`config.mk`:
```
export PLATFORM = sky130hd
export DESIGN_NAME = mmcs_divider
export DESIGN_NICKNAME = d
export VERILOG_FILES = /design/src/mmcs_pkg.sv /design/src/mmcs_divider.sv
export SDC_FILE = /design/constraint.sdc
export NUM_CORES = 1
export LEC_CHECK = 0
export ABC_AREA = 0
export BUFFER_PORTS_ARGS = -buffer_cell sky130_fd_sc_hd__buf_4
export CAP_MARGIN = 20
export CORE_UTILIZATION = 54
export DETAILED_ROUTE_END_ITERATION = 10
export GPL_TIMING_DRIVEN = 0
export PLACE_DENSITY = 0.85
export SYNTH_ARGS = -nofsm -noshare
export SYNTH_HDL_FRONTEND = slang
export SYNTH_SLANG_ARGS = --single-unit
```
`constraint.sdc`:
```
create_clock -name clk -period 3.3 [get_ports clk]
set_input_delay 0.33 -clock clk [delete_from_list [all_inputs] [get_ports clk]]
set_output_delay 0.33 -clock clk [all_outputs]
set_load 0.05 [all_outputs]
```
`src/mmcs_pkg.sv`:
```
package mmcs_pkg;

    // Frame buffer capacity and sample width
    localparam int MAX_SAMPLES = 4096;
    localparam int SAMPLE_BITS = 16;

    // Fixed field widths
    localparam int DATA_W  = 16;
    localparam int ADDR_W  = $clog2(MAX_SAMPLES);
    localparam int CNT_W   = ADDR_W + 1;

    // Divider geometry: numerator 2*d*mv + range, denominator 2*range
    localparam int DEN_W   = DATA_W + 1;
    localparam int NUM_W   = 2 * DATA_W + 2;
    localparam int QUO_W   = DATA_W;
    localparam int STEP_W  = $clog2(QUO_W);

    localparam logic [DATA_W-1:0] SAMPLE_MASK =
        DATA_W'((64'd1 << SAMPLE_BITS) - 64'd1);
    localparam logic [DATA_W-1:0] MAX_VALUE_RST = DATA_W'(255);
    localparam logic [CNT_W-1:0]  CAPACITY      = CNT_W'(MAX_SAMPLES);

    typedef logic [DATA_W-1:0] sample_t;

    // Item kinds carried on s_tuser
    typedef enum logic
    {
        MODE_LOAD  = 1'b0,
        MODE_DRAIN = 1'b1
    } mode_t;

    // Control between sequencer and divider
    typedef struct packed
    {
        logic start;
    } div_ctrl_t;

    typedef struct packed
    {
        logic busy;
        logic done;
    } div_stat_t;

endpackage

```
`src/mmcs_divider.sv`:
```
module mmcs_divider
(
    input  logic                          clk,
    input  logic                          rst_n,
    input  mmcs_pkg::div_ctrl_t           ctrl,
    input  logic [mmcs_pkg::NUM_W-1:0]    numer,
    input  logic [mmcs_pkg::DEN_W-1:0]    denom,
    output mmcs_pkg::div_stat_t           stat,
    output logic [mmcs_pkg::QUO_W-1:0]    quotient
);

    // Restoring radix-2, one quotient bit per cycle.
    // Caller guarantees quotient < 2**QUO_W, so numer >> QUO_W < denom
    // and the partial remainder fits DEN_W bits.

    logic [mmcs_pkg::DEN_W-1:0]  rem_reg,  rem_next;
    logic [mmcs_pkg::QUO_W-1:0]  quo_reg,  quo_next;
    logic [mmcs_pkg::STEP_W-1:0] step_reg, step_next;
    logic                        busy_reg, busy_next;
    logic                        done_reg, done_next;

    logic [mmcs_pkg::DEN_W:0]    trial;
    logic                        fits;

    always_comb
    begin
        rem_next  = rem_reg;
        quo_next  = quo_reg;
        step_next = step_reg;
        busy_next = busy_reg;
        done_next = 1'b0;

        trial = {rem_reg, quo_reg[mmcs_pkg::QUO_W-1]};
        fits  = (trial >= {1'b0, denom});

        if (ctrl.start)
        begin
            rem_next  = numer[mmcs_pkg::NUM_W-2 -: mmcs_pkg::DEN_W];
            quo_next  = numer[mmcs_pkg::QUO_W-1:0];
            step_next = '0;
            busy_next = 1'b1;
        end
        else if (busy_reg)
        begin
            if (fits)
            begin
                rem_next = mmcs_pkg::DEN_W'(trial - {1'b0, denom});
            end
            else
            begin
                rem_next = trial[mmcs_pkg::DEN_W-1:0];
            end
            quo_next  = {quo_reg[mmcs_pkg::QUO_W-2:0], fits};
            step_next = step_reg + 1'b1;
            if (step_reg == mmcs_pkg::STEP_W'(mmcs_pkg::QUO_W - 1))
            begin
                busy_next = 1'b0;
                done_next = 1'b1;
            end
        end
    end

    always_ff @(posedge clk or negedge rst_n)
    begin
        if (!rst_n)
        begin
            step_reg <= '0;
            busy_reg <= 1'b0;
            done_reg <= 1'b0;
        end
        else
        begin
            step_reg <= step_next;
            busy_reg <= busy_next;
            done_reg <= done_next;
        end
    end

    always_ff @(posedge clk)
    begin
        rem_reg <= rem_next;
        quo_reg <= quo_next;
    end

    assign stat.busy = busy_reg;
    assign stat.done = done_reg;
    assign quotient  = quo_reg;

endmodule

```
* After elaboration in Yosys (flattened, before gate mapping)
Cells that the tools add are included.
Operators by class: add/sub/neg operators 2, eq/ne operators 1, reduce and logical (&&, ||, !) cells 1, order comparisons 1, mux-type cells 13
Operators by type and width (number):
- $mux W17 | 3
- $mux W16 | 2
- $ge A18 B17 Y1 | 1
- $sub A17 B17 Y17 | 1
- $mux W4 | 2
- $mux W1 | 6
- $add A4 B1 Y4 const B | 1
- $eq A4 B4 Y1 const B | 1
- $reduce_bool A2 Y1 | 1
Storage, ports and cells: bits of input ports 54, output and inout bits 18, register bits after elaboration 39, logic and storage cells 23

* Longest topological paths before layout
Gate-level depths: netlist of the first run.
depth in word-level cells 4, gate-level depth with buffers 12, depth with buffers taken out 10

* Worst setup path after synthesis of the first run
No wires, ideal clock.
path type reg2reg, from register quo_reg, in the netlist quotient[15], to register rem_reg[16] (netlist bit), data pin, cell stages (with the launch flop) 11, required time 3160 ps, path slack 121 ps, setup time 140 ps, arrival time 3038 ps, clock period less this slack 3179 ps, cells stage by stage edfxtp_1 inv_1 ha_1 inv_1 fa_1 a21o_1 a221o_2 a221o_1 and4_4 or4_1 a2bb2oi_2
Between the ends: cells in the longest elaborated chain, start to end 4, elaborated cells on any way between the ends 5, those cells by class add/sub (1); order compare (1); mux (3)
RTL lines:
- start, declared | line mmcs_divider.sv:17 | logic [mmcs_pkg::QUO_W-1:0] quo_reg, quo_next;
- start signal, assigned | line mmcs_divider.sv:82 | quo_reg <= quo_next;
- $sub A17 B17 Y17 / $ge A18 B17 Y1 (equally long branches) | line mmcs_divider.sv:47, mmcs_divider.sv:34
- $mux W17 (*) | line mmcs_divider.sv:45 | if (fits)
- $mux W17 (*) | line mmcs_divider.sv:43 | else if (busy_reg)
- $mux W17 (*) | line mmcs_divider.sv:36 | if (ctrl.start)
- via rem_next (one bit) | line mmcs_divider.sv:16 | logic [mmcs_pkg::DEN_W-1:0] rem_reg, rem_next;
- end signal, assigned | line mmcs_divider.sv:81 | rem_reg <= rem_next;
- end, declared | line mmcs_divider.sv:16
The timed path passes the listed nets; every way through them passes the cells marked *. The select of a mux whose other input is x is not followed. A chain may end at the register's enable or synchronous reset.

* Final worst setup path of the first run
from register quo_reg, in the netlist quotient[15], to register rem_reg[8] (netlist bit), data pin
Same word-level chain as after synthesis.

==> flow_summary.yaml, run 1 <==
status:
  status: "complete, no violations"
worst_setup_path:
  crit_family: "compound AO/OA/AOI/OAI gates"
  endpoint_kind: "flop"
  cp_slowest_cell: "a221o_2"
  worstSetupPathType: "flop to flop"
  critical-path-max-stage-delay_ps: 440
  cp_cell_sequence: "inv_1, ha_1, inv_1, fa_1, a21o_1, a221o_2, a211oi_2, o31a_2, buf_4, clkbuf_4, nand3_1, o311ai_0"
  required_ps: 3370
  path_buf_inv: 4
  start_kind: "flop"
  cpMostUsedCell: "inv_1"
  cp_data_arrival_time_ps: 3200
  crit_path_max_fanout: 10
  r2r_slack_ps: 160
route:
  drt_iter0_drc: 119
  drt.antenna.violating_nets: 0
  post_drt_via_cell_ratio: 5.68
  dr.pass1.iters: 4
  remaining_drc_errors: 0
  vias: 2414
  wl_per_cell_um: 15.4
  drt-total-wl_mm: 6.56
power_and_ir_drop:
  p_per_area_mw_per_mm2: 747
  irDropWorstVdd_v: 0.000483
  p_leak_nw: 1.59
clocking:
  clk_pin_slew_ps: 80
  cts_max_path_buffers: 2
  clock-sinks: 39
  cts_tree: "done"
  postCtsSetupRepairBufs: 0
  cts-buffers-inserted: 5
  cts.htree.levels: 2
  clock_latency_ps: 300
  cts-root-buf: "clkbuf_8"
sta:
  final-hold-violation-count: 0
  tightest_slew_ps: 774
  setup_viol: 0
  layout_min_cycle_time_ps: 3140
  slew_headroom_pct: 48.4
  fin_crit_sh_pct: 95.0
  report.final.slew_viol_count: 0
  tns_ps: 0
  skew_ps: 4.24
  fmax_mhz: 319
  rsz0062_at_grt: "false"
global_route:
  grt_pass1_vias: 2340
  antenna_found_initial: 0
  grt_util_all_layers_pct: 25.8
  grt_max_degree: 34
  grt_overflow_total: 0
  grt_pass1_wl_mm: 10.6
logic_synthesis:
  synth_edf_count: 33
  synthCells: 280
  ys_ff_latch: 39
  synth-async-reset-ratio_pct: 15.4
  ys_warn_count: 0
  syn_avg_cell_area_um2: 10.0
  ys_types: 54
  netlist_area_mm2: 0.00281
  synth-seq-area-share_pct: 40.7
  synth_nets: 353
  synthFlopType: "edfxtp_1"
cells_and_area:
  antenna_cells: 0
  fill_cells: 369
  drive_above_1_share_pct: 31.0
  area_growth_pct: 25.3
  largest_reg_flops: 17
  fin_nets: 430
  layout.cells.non_filler: 425
floorplan:
  fp.coreArea_mm2: 0.00485
  die_w_um: 74.1
  die-area_mm2: 0.00549
  start_util_pct: 57.9
  boundaryPins: 72
  num_rows: 25
  die_y_um: 74.1
flow_run:
  maxCapViolCount: 0
place:
  hpwlAfterDp_mm: 5.06
  gp_congestion: 0.906
  portBuffers: 69
  place_inst: 416
worst_hold_path:
  hold_path.class: "input port to flop"
==> metal layers <==
| metal | wire length, um | up-vias | global-route usage, % |
|---|---|---|---|
| met5 | 0 | - | 0 |
| met4 | 150 | 0 | 9.62 |
| met3 | 495 | 16 | 6.78 |
| met2 | 3110 | 94 | 41.5 |
| met1 | 2800 | 1106 | 33.5 |
| li1 | - | 1198 | - |
==> cell usage in the layout (no fill, tap or decap), types with 3 or more instances in the layout <==
cell,count
clkbuf_1,6
nand2_1,21
nor3_1,7
o31ai_1,4
nand2b_1,3
clkbuf_8,8
o311ai_0,5
mux2i_1,5
edfxtp_1,33
mux2_2,17
nand4_1,3
buf_4,72
and2_1,6
dfrtp_1,6
o21ai_0,12
a21oi_1,21
xor2_1,9
nand3_1,10
a21o_1,5
inv_1,22
a31oi_1,5
xnor2_1,5
ha_1,18
nor2_1,15
==> where the power goes <==
group | internal (mW) | leakage, nW | switching [mW]
Sequential | 0.707 | 0.428 | 0.0891
Clock | 0.169 | 0.0482 | 0.171
Combinational | 0.633 | 1.11 | 0.858
==> worst register-to-register path, cell delays in order, from the launching register on <==
cell and delay (ps):
edfxtp_1 400, inv_1 90, ha_1 160, inv_1 50, fa_1 400, a21o_1 210
a221o_2 440, a211oi_2 290, o31a_2 200, buf_4 190, clkbuf_4 230, nand3_1 100
o311ai_0 150
==> kinds of logic (layout without fill, tap and decap cells) <==
kind of cell | Yosys count | count (layout) | synth area share (%)
mux | 22 | 22 | 8.60
compound gates | 73 | 73 | 17.8
fa+ha+maj | 19 | 19 | 8.74
buf+inv | 38 | 116 | 6.60
xor+xnor | 14 | 14 | 4.37
flops | 39 | 39 | 40.7
simple gates | 75 | 75 | 13.2
==> area by class of cell <==
type                    count  area (um^2)  share of cell area [%]
multi-input cells         203         1490                    42.2
flip-flops and latches     39         1140                    32.4
repair buffers             70          528                    15.0
plain buffers              15          101                    2.88
clock buffers               7         86.3                    2.45
inverters                  23         86.3                    2.45
well taps                  67         83.8                    2.38
clock inverters             1         5.00                   0.142
==> worst paths after layout <==
check                                              from                       to  depth (start not counted)
worst max-delay path             quotient[15]$_DFFE_PP_     rem_reg[8]$_DFFE_PP_                         12
worst min-delay path                          numer[17]     rem_reg[1]$_DFFE_PP_                          3
worst max register to register   quotient[15]$_DFFE_PP_     rem_reg[8]$_DFFE_PP_                         12
worst min register to register  step_reg[3]$_DFFE_PN0P_  step_reg[3]$_DFFE_PN0P_                          2
max in group asynchronous                         rst_n       busy_reg$_DFF_PN0_                          2
min in group asynchronous                         rst_n  step_reg[1]$_DFFE_PN0P_                          2
==> cell usage after synthesis, types with 2 or more instances <==
| library cell | number | share of area (%) |
|---|---|---|
| nor3_1 | 7 | 1.2 |
| dfrtp_1 | 6 | 5.3 |
| buf_4 | 3 | 0.80 |
| clkbuf_8 | 2 | 0.98 |
| mux2_2 | 17 | 6.8 |
| nor4_1 | 2 | 0.45 |
| mux2i_1 | 5 | 1.8 |
| a21o_2 | 2 | 0.62 |
| clkbuf_1 | 5 | 0.67 |
| or4_1 | 2 | 0.53 |
| and2_1 | 6 | 1.3 |
| o21ai_0 | 12 | 2.1 |
| inv_1 | 22 | 2.9 |
| a21oi_1 | 21 | 3.7 |
| edfxtp_1 | 33 | 35 |
| o31ai_1 | 4 | 1.1 |
| nor3b_1 | 2 | 0.53 |
| a211oi_1 | 3 | 0.80 |
| nor2_1 | 15 | 2.0 |
| a211o_1 | 2 | 0.62 |
| clkbuf_2 | 2 | 0.36 |
| nand3_1 | 10 | 1.8 |
| ha_1 | 18 | 8.0 |
| nand4_1 | 3 | 0.67 |
| o311ai_0 | 5 | 1.6 |
| a31oi_1 | 5 | 1.1 |
| a21o_1 | 5 | 1.3 |
| nand2_1 | 21 | 2.8 |
| nand2b_1 | 3 | 0.67 |
| xnor2_1 | 5 | 1.6 |
| xor2_1 | 9 | 2.8 |
==> per-stage QoR <==
step | hold WS, ps | worst slack, ps | util (%) | total power, mW | cell area [um^2]
6_report | 315 | 165 | 72.5 | 2.63 | 3520
5_1_grt | 326 | 15.3 | 72.5 | 2.81 | 3520
4_1_cts | 314 | 53.0 | 72.4 | 2.60 | 3510
3_5_place_dp | 141 | 71.8 | 70.3 | 2.25 | 3410
3_3_place_gp | 139 | 167 | 70.3 | 2.21 | 3410
2_1_floorplan | 34.4 | 121 | - | 1.88 | 2810
==> what timing repair did <==
action / in CTS / in global routing
hold endpoints to repair: 6 / 0
endpoints found under the setup margin: 0 / 6
gates resized for setup: 0 / 2
hold buffers: 1 / 0
Power figures use the tool's default switching activity.
==> inputs of run 2 (changes only) <==
--- a/config.mk
+++ b/config.mk
@@ -8,10 +8,10 @@
 export ABC_AREA = 0
 export BUFFER_PORTS_ARGS = -buffer_cell sky130_fd_sc_hd__buf_4
 export CAP_MARGIN = 20
-export CORE_UTILIZATION = 54
+export CORE_UTILIZATION = 55
 export DETAILED_ROUTE_END_ITERATION = 10
 export GPL_TIMING_DRIVEN = 0
-export PLACE_DENSITY = 0.85
+export PLACE_DENSITY = 0.86
 export SYNTH_ARGS = -nofsm -noshare
 export SYNTH_HDL_FRONTEND = slang
 export SYNTH_SLANG_ARGS = --single-unit
==> constraint.sdc (replaced) <==
create_clock -name clk -period 3.7 [get_ports clk]
set_input_delay 0.37 -clock clk [delete_from_list [all_inputs] [get_ports clk]]
set_output_delay 0.37 -clock clk [all_outputs]
set_load 0.05 [all_outputs]
==> run 2 against run 1 <==
  * Clock-buffer cell count stayed put
  * Core utilization is 0.11 points higher
  * Critical path depth stayed put
  * Non-clock buffer count did not move
  * Power fell by 12%
  * Combinational power is 11% lower
==> flow_summary.yaml, run 2 (synthesis results as in run 1) <==
power_and_ir_drop:
  p_clk_share_pct: 11.9
  p_leak_nw: 1.58
  p_per_area_mw_per_mm2: 659
  pwr-share-comb_pct: 57.3
  p_int_mw: 1.32
  switchingPower_uw: 982
  p_seq_share_pct: 30.8
  swShare_pct: 42.6
  irDropWorstVdd_v: 0.000378
clocking:
  postCtsSetupRepairBufs: 0
  cts-root-buf: "clkbuf_8"
  ctsHoldBuffers: 1
  clk_pin_slew_ps: 80
  cts_tree: "done"
  cts_max_path_buffers: 2
  clock_latency_ps: 290
  cts-buffers-inserted: 5
  clock-sinks: 39
  cts.htree.levels: 2
  cts_resized: 0
sta:
  setup_viol: 0
  slew_headroom_pct: 47.8
  rsz0062_at_grt: "false"
  fmax_mhz: 316
  layout_min_cycle_time_ps: 3170
  fin_crit_sh_pct: 85.6
  report.final.slew_viol_count: 0
  final-hold-violation-count: 0
  tns_ps: 0
  skew_ps: 7.51
  tightest_slew_ps: 783
floorplan:
  die_y_um: 73.4
  die_w_um: 73.4
  die-area_mm2: 0.00539
  fp.coreArea_mm2: 0.00482
  num_rows: 25
  boundaryPins: 72
  start_util_pct: 58.3
place:
  portBuffers: 69
  hpwlAfterDp_mm: 4.94
  place_inst: 416
  gp_congestion: 0.910
cells_and_area:
  final_cell_mix: "buf_4, edfxtp_1, inv_1"
  layout.cells.non_filler: 425
  fill_cells: 362
  seq_area_mm2: 0.00114
  largest_reg_flops: 17
  final_common_cell: "buf_4"
  multi_input_area_mm2: 0.00148
  drive_above_1_share_pct: 30.4
  antenna_cells: 0
  area_growth_pct: 24.7
  fin_nets: 430
global_route:
  grt_pass1_vias: 2325
  grt_max_degree: 34
  antenna_found_initial: 0
  grt_pass1_wl_mm: 10.6
  grt_overflow_total: 0
  grt_util_all_layers_pct: 26.1
worst_setup_path:
  start_kind: "flop"
  r2r_end: "rem_reg[8]$_DFFE_PP_"
  r2r_cells: 12
  worstSetupPathType: "flop to flop"
  endpoint_kind: "flop"
  crit_path_max_fanout: 10
  required_ps: 3800
  cp_data_arrival_time_ps: 3260
  r2r_slack_ps: 530
  r2r_start: "quotient[15]$_DFFE_PP_"
route:
  dr.pass1.iters: 4
  drt-total-wl_mm: 6.42
  drt.antenna.violating_nets: 0
  vias: 2400
  post_drt_via_cell_ratio: 5.65
  remaining_drc_errors: 0
  drt_iter0_drc: 163
  wl_per_cell_um: 15.1
flow_run:
  maxCapViolCount: 0
worst_hold_path:
  min_delay_worst_endpoint: "quotient[7]$_DFFE_PP_"
  hp-start: "numer[7]"
  whs_path_depth: 2
  hold_path.class: "input port to flop"
status:
  status: "complete, no violations"
## run 2: cell count changes in the layout (fill, tap and decap cells not counted), sizes merged
| cell | change |
|---|---|
| buf | +1 |
| clkbuf | -1 |
## run 2: power groups by stage
stage	combinational, mW	sequential [mW]	clock [mW]
detailed placement	1.29	0.715	0
finish	1.32	0.709	0.275
floorplan	0.910	0.768	0
global route	1.45	0.725	0.295
CTS	1.30	0.707	0.281
global placement	1.26	0.711	0
## run 2: final cells by class
class	count	share of cell area, %
clock inverters	1	0.143
plain buffers	15	2.82
repair buffers	70	15.1
clock buffers	7	2.18
well taps	67	2.40
flip-flops and latches	39	32.6
inverters	23	2.47
multi-input cells	203	42.3
## run 2: metal layers
metal  vias up  track usage [%]  share of wire (%)
met3         4             5.76                7.5
met2        93             42.1                 47
met4         0             7.05               0.64
li1       1196                -                  -
met5         -                0                  0
met1      1107             35.6                 45
## run 2: worst max-delay path by stage
stage / to / slack (ps) / start
2_1_floorplan: rem_reg[16]$_DFFE_PP_ / 520 / quotient[15]$_DFFE_PP_
4_1_cts: rem_reg[8]$_DFFE_PP_ / 540 / quotient[15]$_DFFE_PP_
6_report: rem_reg[8]$_DFFE_PP_ / 530 / quotient[15]$_DFFE_PP_
3_3_place_gp: rem_reg[8]$_DFFE_PP_ / 580 / quotient[15]$_DFFE_PP_
5_1_grt: rem_reg[14]$_DFFE_PP_ / 320 / quotient[15]$_DFFE_PP_
3_5_place_dp: rem_reg[8]$_DFFE_PP_ / 570 / quotient[15]$_DFFE_PP_
## run 2: critical path: stages, from the launching register on
cell	delay (ps)
edfxtp_1	400
inv_1	90
ha_1	160
inv_1	50
fa_1	400
a21o_1	230
a221o_2	440
a211oi_1	340
o31a_2	220
buf_4	200
buf_2	250
nand3_1	100
o311ai_0	110
## run 2: through the flow
stage               hold slack [ps]  cell area (um^2)  worst slack [ps]  total power, mW  utilization, %
floorplan                      74.4              2810               521             1.68               -
global placement                179              3410               577             1.97            70.8
detailed placement              179              3410               573             2.01            70.8
CTS                             365              3500               545             2.29            72.6
global route                    370              3500               319             2.47            72.6
finish                          379              3500               533             2.31            72.6
